## src/hw/rtl/fhp_pkg.sv

```systemverilog
// Package for the fragment header parser: constants, codes and beat types.
// No dependencies.
package fhp_pkg;

    localparam int COUNT_WIDTH = 16;
    localparam logic [COUNT_WIDTH-1:0] COUNT_MAX = {COUNT_WIDTH{1'b1}};

    localparam logic [7:0] SEP_CHAR   = 8'h3A;
    localparam logic [7:0] DIGIT0     = 8'h30;
    localparam logic [7:0] DIGIT9     = 8'h39;

    localparam logic [2:0] PH_TOTAL = 3'd0;
    localparam logic [2:0] PH_FRAG  = 3'd1;
    localparam logic [2:0] PH_SIZE  = 3'd2;
    localparam logic [2:0] PH_NAME  = 3'd3;
    localparam logic [2:0] PH_DATA  = 3'd4;
    localparam logic [2:0] PH_DONE  = 3'd5;

    localparam logic [1:0] KIND_HEADER  = 2'd0;
    localparam logic [1:0] KIND_NAME    = 2'd1;
    localparam logic [1:0] KIND_CONTENT = 2'd2;
    localparam logic [1:0] KIND_IGNORED = 2'd3;

    typedef logic [COUNT_WIDTH-1:0] count_t;

    typedef struct packed {
        logic [7:0] byte_value;
        logic       first_byte;
    } in_item_t;

    typedef struct packed {
        logic [1:0] kind;
        logic [7:0] data_byte;
        count_t     total_count;
        count_t     fragment_index;
        count_t     content_length;
        logic       starts_file;
        logic       packet_end;
        logic       file_done;
        logic       format_error;
    } out_item_t;

endpackage

```

## src/hw/rtl/fhp_in_stage.sv

```systemverilog
// Input register stage of the fragment header parser.
// Depends on fhp_pkg.
module fhp_in_stage (
    input  logic             aclk,
    input  logic             aresetn,
    input  logic             s_valid,
    output logic             s_ready,
    input  fhp_pkg::in_item_t s_item,
    input  logic             advance,
    output logic             hold_valid,
    output fhp_pkg::in_item_t hold_item
);
    import fhp_pkg::*;

    logic     valid_reg;
    logic     valid_next;
    in_item_t item_reg;
    in_item_t item_next;
    logic     take;

    // Take a new beat when the slot is empty or drains this cycle.
    assign s_ready = !valid_reg || advance;
    assign take    = s_valid && s_ready;

    always_comb begin
        valid_next = valid_reg;
        item_next  = item_reg;
        if (take) begin
            valid_next = 1'b1;
            item_next  = s_item;
        end else if (advance) begin
            valid_next = 1'b0;
        end
    end

    always_ff @(posedge aclk) begin
        if (!aresetn) begin
            valid_reg <= 1'b0;
        end else begin
            valid_reg <= valid_next;
        end
    end

    always_ff @(posedge aclk) begin
        item_reg <= item_next;
    end

    assign hold_valid = valid_reg;
    assign hold_item  = item_reg;
endmodule

```

## src/hw/rtl/fhp_parse_core.sv

```systemverilog
// Parse state and per-byte decode of the fragment header parser.
// Depends on fhp_pkg.
module fhp_parse_core (
    input  logic               aclk,
    input  logic               aresetn,
    input  fhp_pkg::in_item_t  item,
    input  logic               advance,
    output fhp_pkg::out_item_t result
);
    import fhp_pkg::*;

    logic [2:0] phase_reg, phase_next;
    count_t     total_reg, total_next;
    count_t     index_reg, index_next;
    count_t     size_reg,  size_next;
    count_t     left_reg,  left_next;

    logic [2:0] ph_cur;
    count_t     tot_cur, idx_cur, siz_cur, left_cur;
    logic [7:0] b;
    logic [7:0] diff;
    logic       is_sep, is_digit;
    count_t     acc_sel, acc_new, left_dec;
    logic [COUNT_WIDTH+3:0] prod;
    logic [1:0] kind;
    logic       pend, ferr;

    // Multiply by ten as two shifts, add the digit, clamp.
    always_comb begin
        prod = ({4'b0000, acc_sel} << 3) + ({4'b0000, acc_sel} << 1)
             + {{COUNT_WIDTH{1'b0}}, diff[3:0]};
        if (prod > {4'b0000, COUNT_MAX}) begin
            acc_new = COUNT_MAX;
        end else begin
            acc_new = prod[COUNT_WIDTH-1:0];
        end
    end

    always_comb begin
        b        = item.byte_value;
        diff     = b - DIGIT0;
        is_sep   = (b == SEP_CHAR);
        is_digit = (b >= DIGIT0) && (b <= DIGIT9);

        // A first byte restarts the parse before it is decoded.
        ph_cur   = item.first_byte ? PH_TOTAL : phase_reg;
        tot_cur  = item.first_byte ? '0 : total_reg;
        idx_cur  = item.first_byte ? '0 : index_reg;
        siz_cur  = item.first_byte ? '0 : size_reg;
        left_cur = item.first_byte ? '0 : left_reg;

        case (ph_cur)
            PH_TOTAL: acc_sel = tot_cur;
            PH_FRAG:  acc_sel = idx_cur;
            default:  acc_sel = siz_cur;
        endcase
        left_dec = left_cur - count_t'(1);

        phase_next = ph_cur;
        total_next = tot_cur;
        index_next = idx_cur;
        size_next  = siz_cur;
        left_next  = left_cur;
        kind       = KIND_HEADER;
        pend       = 1'b0;
        ferr       = 1'b0;

        case (ph_cur)
            PH_TOTAL, PH_FRAG, PH_SIZE: begin
                if (is_sep) begin
                    phase_next = ph_cur + 3'd1;
                end else if (is_digit) begin
                    if (ph_cur == PH_TOTAL) begin
                        total_next = acc_new;
                    end else if (ph_cur == PH_FRAG) begin
                        index_next = acc_new;
                    end else begin
                        size_next = acc_new;
                    end
                end else begin
                    ferr = 1'b1;
                end
            end
            PH_NAME: begin
                if (is_sep) begin
                    if (siz_cur == '0) begin
                        pend       = 1'b1;
                        phase_next = PH_DONE;
                    end else begin
                        left_next  = siz_cur;
                        phase_next = PH_DATA;
                    end
                end else begin
                    kind = KIND_NAME;
                end
            end
            PH_DATA: begin
                kind      = KIND_CONTENT;
                left_next = left_dec;
                if (left_dec == '0) begin
                    pend       = 1'b1;
                    phase_next = PH_DONE;
                end
            end
            default: begin
                kind = KIND_IGNORED;
            end
        endcase

        result.kind           = kind;
        result.data_byte      = b;
        result.total_count    = total_next;
        result.fragment_index = index_next;
        result.content_length = size_next;
        result.starts_file    = (phase_next >= PH_DATA) && (index_next == count_t'(1));
        result.packet_end     = pend;
        result.file_done      = pend && (index_next == total_next);
        result.format_error   = ferr;
    end

    always_ff @(posedge aclk) begin
        if (!aresetn) begin
            phase_reg <= PH_TOTAL;
            total_reg <= '0;
            index_reg <= '0;
            size_reg  <= '0;
            left_reg  <= '0;
        end else if (advance) begin
            phase_reg <= phase_next;
            total_reg <= total_next;
            index_reg <= index_next;
            size_reg  <= size_next;
            left_reg  <= left_next;
        end
    end
endmodule

```

## src/hw/rtl/fragment_header_parser.sv

```systemverilog
// Top level of the fragment header parser: input stage, parse core, result register.
// Depends on fhp_pkg, fhp_in_stage and fhp_parse_core.
//
//   channel   direction  payload      handshake
//   s_        in         in_item_t    s_valid / s_ready
//   m_        out        out_item_t   m_valid / m_ready
//
// One byte in, one result beat out, one beat per cycle sustained while m_ready stays high.
// The beat passes the input register, then the result register; the
// decode between them is one pass of short logic over the parse state.
// Reset (aresetn low at a clock edge) empties both registers and returns the
// parse to the total-count field with all counters at zero.
// A stall on m_ready holds the result; the input register still takes a beat only
// if it is empty, then s_ready drops until the result drains.
module fragment_header_parser (
    input  logic               aclk,
    input  logic               aresetn,
    input  logic               s_valid,
    output logic               s_ready,
    input  fhp_pkg::in_item_t  s_item,
    output logic               m_valid,
    input  logic               m_ready,
    output fhp_pkg::out_item_t m_item
);
    import fhp_pkg::*;

    logic      hold_valid;
    in_item_t  hold_item;
    logic      advance;
    out_item_t result;

    logic      m_valid_reg, m_valid_next;
    out_item_t m_item_reg,  m_item_next;

    // Advance the held byte when the result register is free or drains now.
    assign advance = hold_valid && (!m_valid_reg || m_ready);

    fhp_in_stage u_in (
        .aclk       (aclk),
        .aresetn    (aresetn),
        .s_valid    (s_valid),
        .s_ready    (s_ready),
        .s_item     (s_item),
        .advance    (advance),
        .hold_valid (hold_valid),
        .hold_item  (hold_item)
    );

    // Parse state updates only on the cycle the byte advances.
    fhp_parse_core u_core (
        .aclk    (aclk),
        .aresetn (aresetn),
        .item    (hold_item),
        .advance (advance),
        .result  (result)
    );

    always_comb begin
        m_valid_next = m_valid_reg;
        m_item_next  = m_item_reg;
        if (advance) begin
            m_valid_next = 1'b1;
            m_item_next  = result;
        end else if (m_ready) begin
            // drop the beat once taken
            m_valid_next = 1'b0;
        end
    end

    always_ff @(posedge aclk) begin
        if (!aresetn) begin
            m_valid_reg <= 1'b0;
        end else begin
            m_valid_reg <= m_valid_next;
        end
    end

    always_ff @(posedge aclk) begin
        m_item_reg <= m_item_next;
    end

    assign m_valid = m_valid_reg;
    assign m_item  = m_item_reg;
endmodule

```

## config.mk

```make
export PLATFORM = sky130hd
export DESIGN_NAME = fragment_header_parser
export DESIGN_NICKNAME = d
export VERILOG_FILES = /design/src/hw/rtl/fhp_pkg.sv /design/src/hw/rtl/fhp_in_stage.sv /design/src/hw/rtl/fhp_parse_core.sv /design/src/hw/rtl/fragment_header_parser.sv
export SDC_FILE = /design/constraint.sdc
export NUM_CORES = 1
export LEC_CHECK = 0
export BUFFER_PORTS_ARGS = -buffer_cell sky130_fd_sc_hd__buf_2
export CAP_MARGIN = 20
export CORE_ASPECT_RATIO = 2
export CORE_MARGIN = 8
export CORE_UTILIZATION = 60
export DETAILED_ROUTE_END_ITERATION = 16
export GPL_TIMING_DRIVEN = 0
export PLACE_DENSITY = 0.8
export SKIP_CTS_REPAIR_TIMING = 1
export SLEW_MARGIN = 20
export SYNTH_ARGS = -nofsm -noshare
export SYNTH_HDL_FRONTEND = slang
export SYNTH_SLANG_ARGS = --single-unit
```

## constraint.sdc

```tcl
create_clock -name aclk -period 12.4 [get_ports aclk]
set_input_delay 1.86 -clock aclk [delete_from_list [all_inputs] [get_ports aclk]]
set_output_delay 1.86 -clock aclk [all_outputs]
set_load 0.01 [all_outputs]
```

# == Word level (Yosys, flattened, before mapping) ==
# Cells that the tools add are included.
# word_totals
rom_bits,0
ramBits,0
mem_count,0
out_inout_bits,64
wordCells,91
regBits,140
latchBits,0
# classes
add_sub_neg,5
reduce_logical,16
n_lt_le_gt_ge,4
n_div,0
n_bitwise,1
shifts,0
eq_ne,7
mux,40
mul,0
# ops
operator,n
$mux W16,21
$pmux W16 S2,2
$logic_not A16 Y1,2
$add A19 B17 Y20,1
$add A20 B4 Y20,1
$gt A20 B16 Y1 const B,1
$eq A16 B1 Y1 const B,1
$eq A16 B16 Y1,1
$sub A16 B1 Y16 const B,1
$mux W3,4
$mux W1,10
$pmux W3 S3,1
$eq A8 B6 Y1 const B,1
$ge A8 B6 Y1 const B,1
$le A8 B6 Y1 const B,1
$eq A3 B2 Y1 const B,2
$pmux W2 S3,1
$logic_and A1 B1 Y1,5
$reduce_bool A2 Y1,2
$sub A4 B1 Y4 const B,1
$add A3 B1 Y3 const B,1
$eq A3 B1 Y1 const B,1
$eq A3 B3 Y1 const B,1
$ge A3 B3 Y1 const B,1
other kinds (7),9

# == Longest topological paths before layout ==
# depth
depth_word,14
ltp_mapped,27
mapped_depth_nobuf,20

# == Hierarchy ==
# From an unflattened synthesis, not the netlist that was laid out.
# unflattened
cells_unflattened,946
area_unflattened_um2,8425.6
# by_module_without_submodules
mod,seq_area_each_um2,area_per_inst_um2,cells_each,instances
fhp_parse_core,1341.3,6188.4,866,1
fragment_header_parser,1881.8,1909.3,66,1
fhp_in_stage,290.3,327.8,14,1

# == Worst setup path before layout ==
# No wires, ideal clock.
# synth_path
path_kind,reg-to-reg
startpoint,register u_in.item_reg (netlist bit u_in.hold_item[0])
endpoint,"register m_item_reg (netlist bit m_item[1]), data pin"
slack_ns,5.918
path_buffers,7
path_stages_with_launch,26
t_required_ns,12.231
arrival_ns,6.313
setup_ns,0.169
path_cell_list,edfxtp_1 > buf_2 > clkbuf_1 > clkbuf_1 > clkbuf_1 > nor2b_1 > inv_1 > ha_1 > nor3b_1 > clkbuf_1 > a22oi_1 > a21oi_1 > fa_1 > fa_1 > a211oi_1 > o21ai_0 > a41o_1 > a211oi_1 > o21bai_1 > clkbuf_1 > or3_1 > clkbuf_1 > mux2i_1 > a22oi_1 > a22o_1 > nor4b_2
# synth_lines
item,line_no,rtl
start: declaration,fhp_in_stage.sv:17,in_item_t item_reg;
start signal: assignment,fhp_in_stage.sv:45,item_reg <= item_next;
end signal: assignment,fragment_header_parser.sv:79,m_item_reg <= m_item_next;
end: declaration,fragment_header_parser.sv:33,"out_item_t m_item_reg, m_item_next;"

==> results.cfg <==
[outcome]
status = finished clean

[placed_design]
dpl.cell_count = 1326
dpl_cell_area_um2 = 9570
place.gp.congestion = 1.05
hpwl_um = 24000
io_buffers = 76

[drt]
remaining_drc_errors = 0
drt_iter0_drc = 1096
via_per_inst = 6.79
antenna_left = 0
vias = 9217
dr.pass1.iters = 7
post_drt_wl_per_cell_um = 24.5
routed_wl_um = 33300

[die]
rows = 63
io_pins = 77
start_util_pct = 60.7
fp.dieW_um = 102
dieArea_um2 = 19200
core_area_um2 = 14700
die_h_um = 188

[finish]
final_layout_size_suffix_gt1_share_pct = 11.9
design_area_um2 = 10100
synthToLayoutAreaGrowth_pct = 13.9
largest_reg_flops = 62
final_cells = 1358
insertedDiodeCount = 0
fin_nets = 1203

[sta]
fin_setup_tns_ns = 0
relSlewSlack_pct = 18.0
fin_skew_ns = 0.0120
slew_violations = 0
whs_ns = 0.449
fin_crit_ns = 10.33
setup_viol = 0
finalHoldViolCount = 0
rsz0062_at_grt = no
worstMarginPinSlew_ns = 1.22
fmax_mhz = 96.8
finalCritPeriodShare_pct = 83.3

[synthesis]
syn-cell-area_um2 = 8900
synth_top_family_by_area = compound AO/OA/AOI/OAI gates
synth_cells = 1054
netlist_top_cells_area = edfxtp_1 (24%), dfxtp_1 (16%), nor2_1 (6.1%)
synth_top_cell_area_share_pct = 23.9
synth_seq_area_share_pct = 39.5
synth-simple-area-share_pct = 20.2
synthMuxAreaShare_pct = 2.45
synth_compound_area_share_pct = 25.2
async_reset_ff_share_pct = 0
ys.warnings.count = 0
synth-xor-area-share_pct = 2.26
syn_avg_cell_area_um2 = 8.45
synth-edff-count = 71
synth_top_cell_by_area = edfxtp_1
ys_ff_latch = 140
ys.flop_type = edfxtp_1
synth_fa_ha_area_share_pct = 5.79
ys_types = 79
synthesis.nets = 1107

[pwr]
p_leak_nw = 4.17
vdd_ir_drop_max_mv = 0.112
p_per_area_nw_per_um2 = 128
power_mw = 1.30

[clock_tree]
clk_pin_slew_ns = 0.06
clock_path_buffers = 2
cts.htree.levels = 4
clk_latency_ns = 0.44
cts_root_buf = clkbuf_16
numCtsBuffers = 17
clock-sinks = 140
cts_tree = done

[worst_setup_path]
reg2reg_from = u_in.hold_item[0]$_DFFE_PP_
crit_path_start_kind = register
critPathKind = reg -> reg
critPathMaxFanout = 10
end_kind = register
critPathRequiredTime_ns = 12.67
arrival_ns = 10.59
crit_start = u_in.hold_item[0]$_DFFE_PP_

[grt]
grt_max_degree = 58
grt_pass1_vias = 8619
grt.total_usage_pct = 34.8
overflow = 0
grt_pass1_wl_um = 49800
antenna_found_initial = 0

[job]
drv_cap = 0

[hold_path]
min_from = u_in.hold_item[6]$_DFFE_PP_
hold_class = reg -> reg
-- per-stage QoR --
step	util [%]	setup slack, ns
after floorplan	-	5.92
after global placement	65.0	2.75
after detailed placement	65.2	2.60
after CTS	69.2	2.51
after global routing	69.2	1.96
final	69.2	2.07
-- synthesized netlist by cell type, drive strengths merged (24+ instances only) --
| master | count |
|---|---|
| a21oi | 82 |
| a22oi | 26 |
| clkbuf | 64 |
| dfxtp | 69 |
| edfxtp | 71 |
| ha | 38 |
| inv | 33 |
| nand2 | 91 |
| nand3 | 24 |
| nor2 | 145 |
| nor2b | 27 |
| nor3 | 40 |
| o21ai | 66 |
-- path summary, 6_finish.rpt --
check / to / slack [ns] / cells past startpoint
min: m_item[57]$_DFFE_PP_ / 0.45 / 0
max: m_item[3]$_DFFE_PP_ / 2.07 / 25
min reg2reg: m_item[57]$_DFFE_PP_ / 0.45 / 0
max reg2reg: m_item[3]$_DFFE_PP_ / 2.07 / 25
-- cells by family (layout without fill, tap and decap cells) --
group                    Yosys count  after routing
AO/OA/AOI/OAI                    338            338
adder cells (fa/ha/maj)           40             40
flip-flops                       140            140
buffers and inverters            107            216
multiplexers                      21             21
AND/OR/NAND/NOR                  385            385
XOR/XNOR                          23             23
-- layout by cell type, fill, tap and decap left out, drive strengths merged, types with 23 or more instances in the layout --
| cell type | Yosys | final |
|---|---|---|
| nor2 | 145 | 145 |
| nand2 | 91 | 91 |
| buf | 10 | 87 |
| a21oi | 82 | 82 |
| clkbuf | 64 | 82 |
| edfxtp | 71 | 71 |
| dfxtp | 69 | 69 |
| o21ai | 66 | 66 |
| nor3 | 40 | 40 |
| ha | 38 | 38 |
| inv | 33 | 36 |
| nor2b | 27 | 27 |
| a22oi | 26 | 26 |
| nand3 | 24 | 24 |
| a211oi | 23 | 23 |
-- report_power, final --
part	total (mW)	internal, mW	switching [mW]
clock	0.515	0.296	0.219
combinational	0.256	0.0818	0.175
sequential	0.525	0.510	0.0156
-- per-layer routing --
layer  GRT usage (%)  vias to the layer above  share of wire, %  wire length, µm
met5               0                        -                 0                0
met1            39.7                     4267                34            11500
met4            28.1                        0               8.2             2730
met2            55.2                      694                47            15700
met3            5.73                      180                10             3440
li1                -                     4076                 -                -
-- area by class of cell --
type | count | area [µm²]
multi-input combinational | 807 | 4980
fill | 1251 | 4520
sequential | 140 | 3510
clock buffer | 18 | 429
timing repair buffer | 77 | 408
buffer | 74 | 298
tap | 195 | 244
clock inverter | 14 | 144
inverter | 33 | 124
-- critical path, stage by stage, from the launching register on --
cell and delay (ns):
edfxtp_1 0.32, buf_2 0.30, clkbuf_1 0.47, clkbuf_1 0.58
clkbuf_1 0.60, nor2b_1 0.24, inv_1 0.15, ha_1 0.25
nor3b_1 0.81, clkbuf_1 0.57, a22oi_1 0.19, a21oi_1 0.43
fa_1 0.55, fa_1 0.52, a211oi_1 0.36, nor3_1 0.16
o21ai_0 0.34, and3_1 0.21, buf_2 0.20, o21bai_1 0.13
clkbuf_1 0.29, nor3_1 1.04, a2bb2oi_1 0.48, nand3_1 0.16
nor4_1 0.49, nor4b_2 0.30
Note: power is estimated with default switching activity, not from simulation.
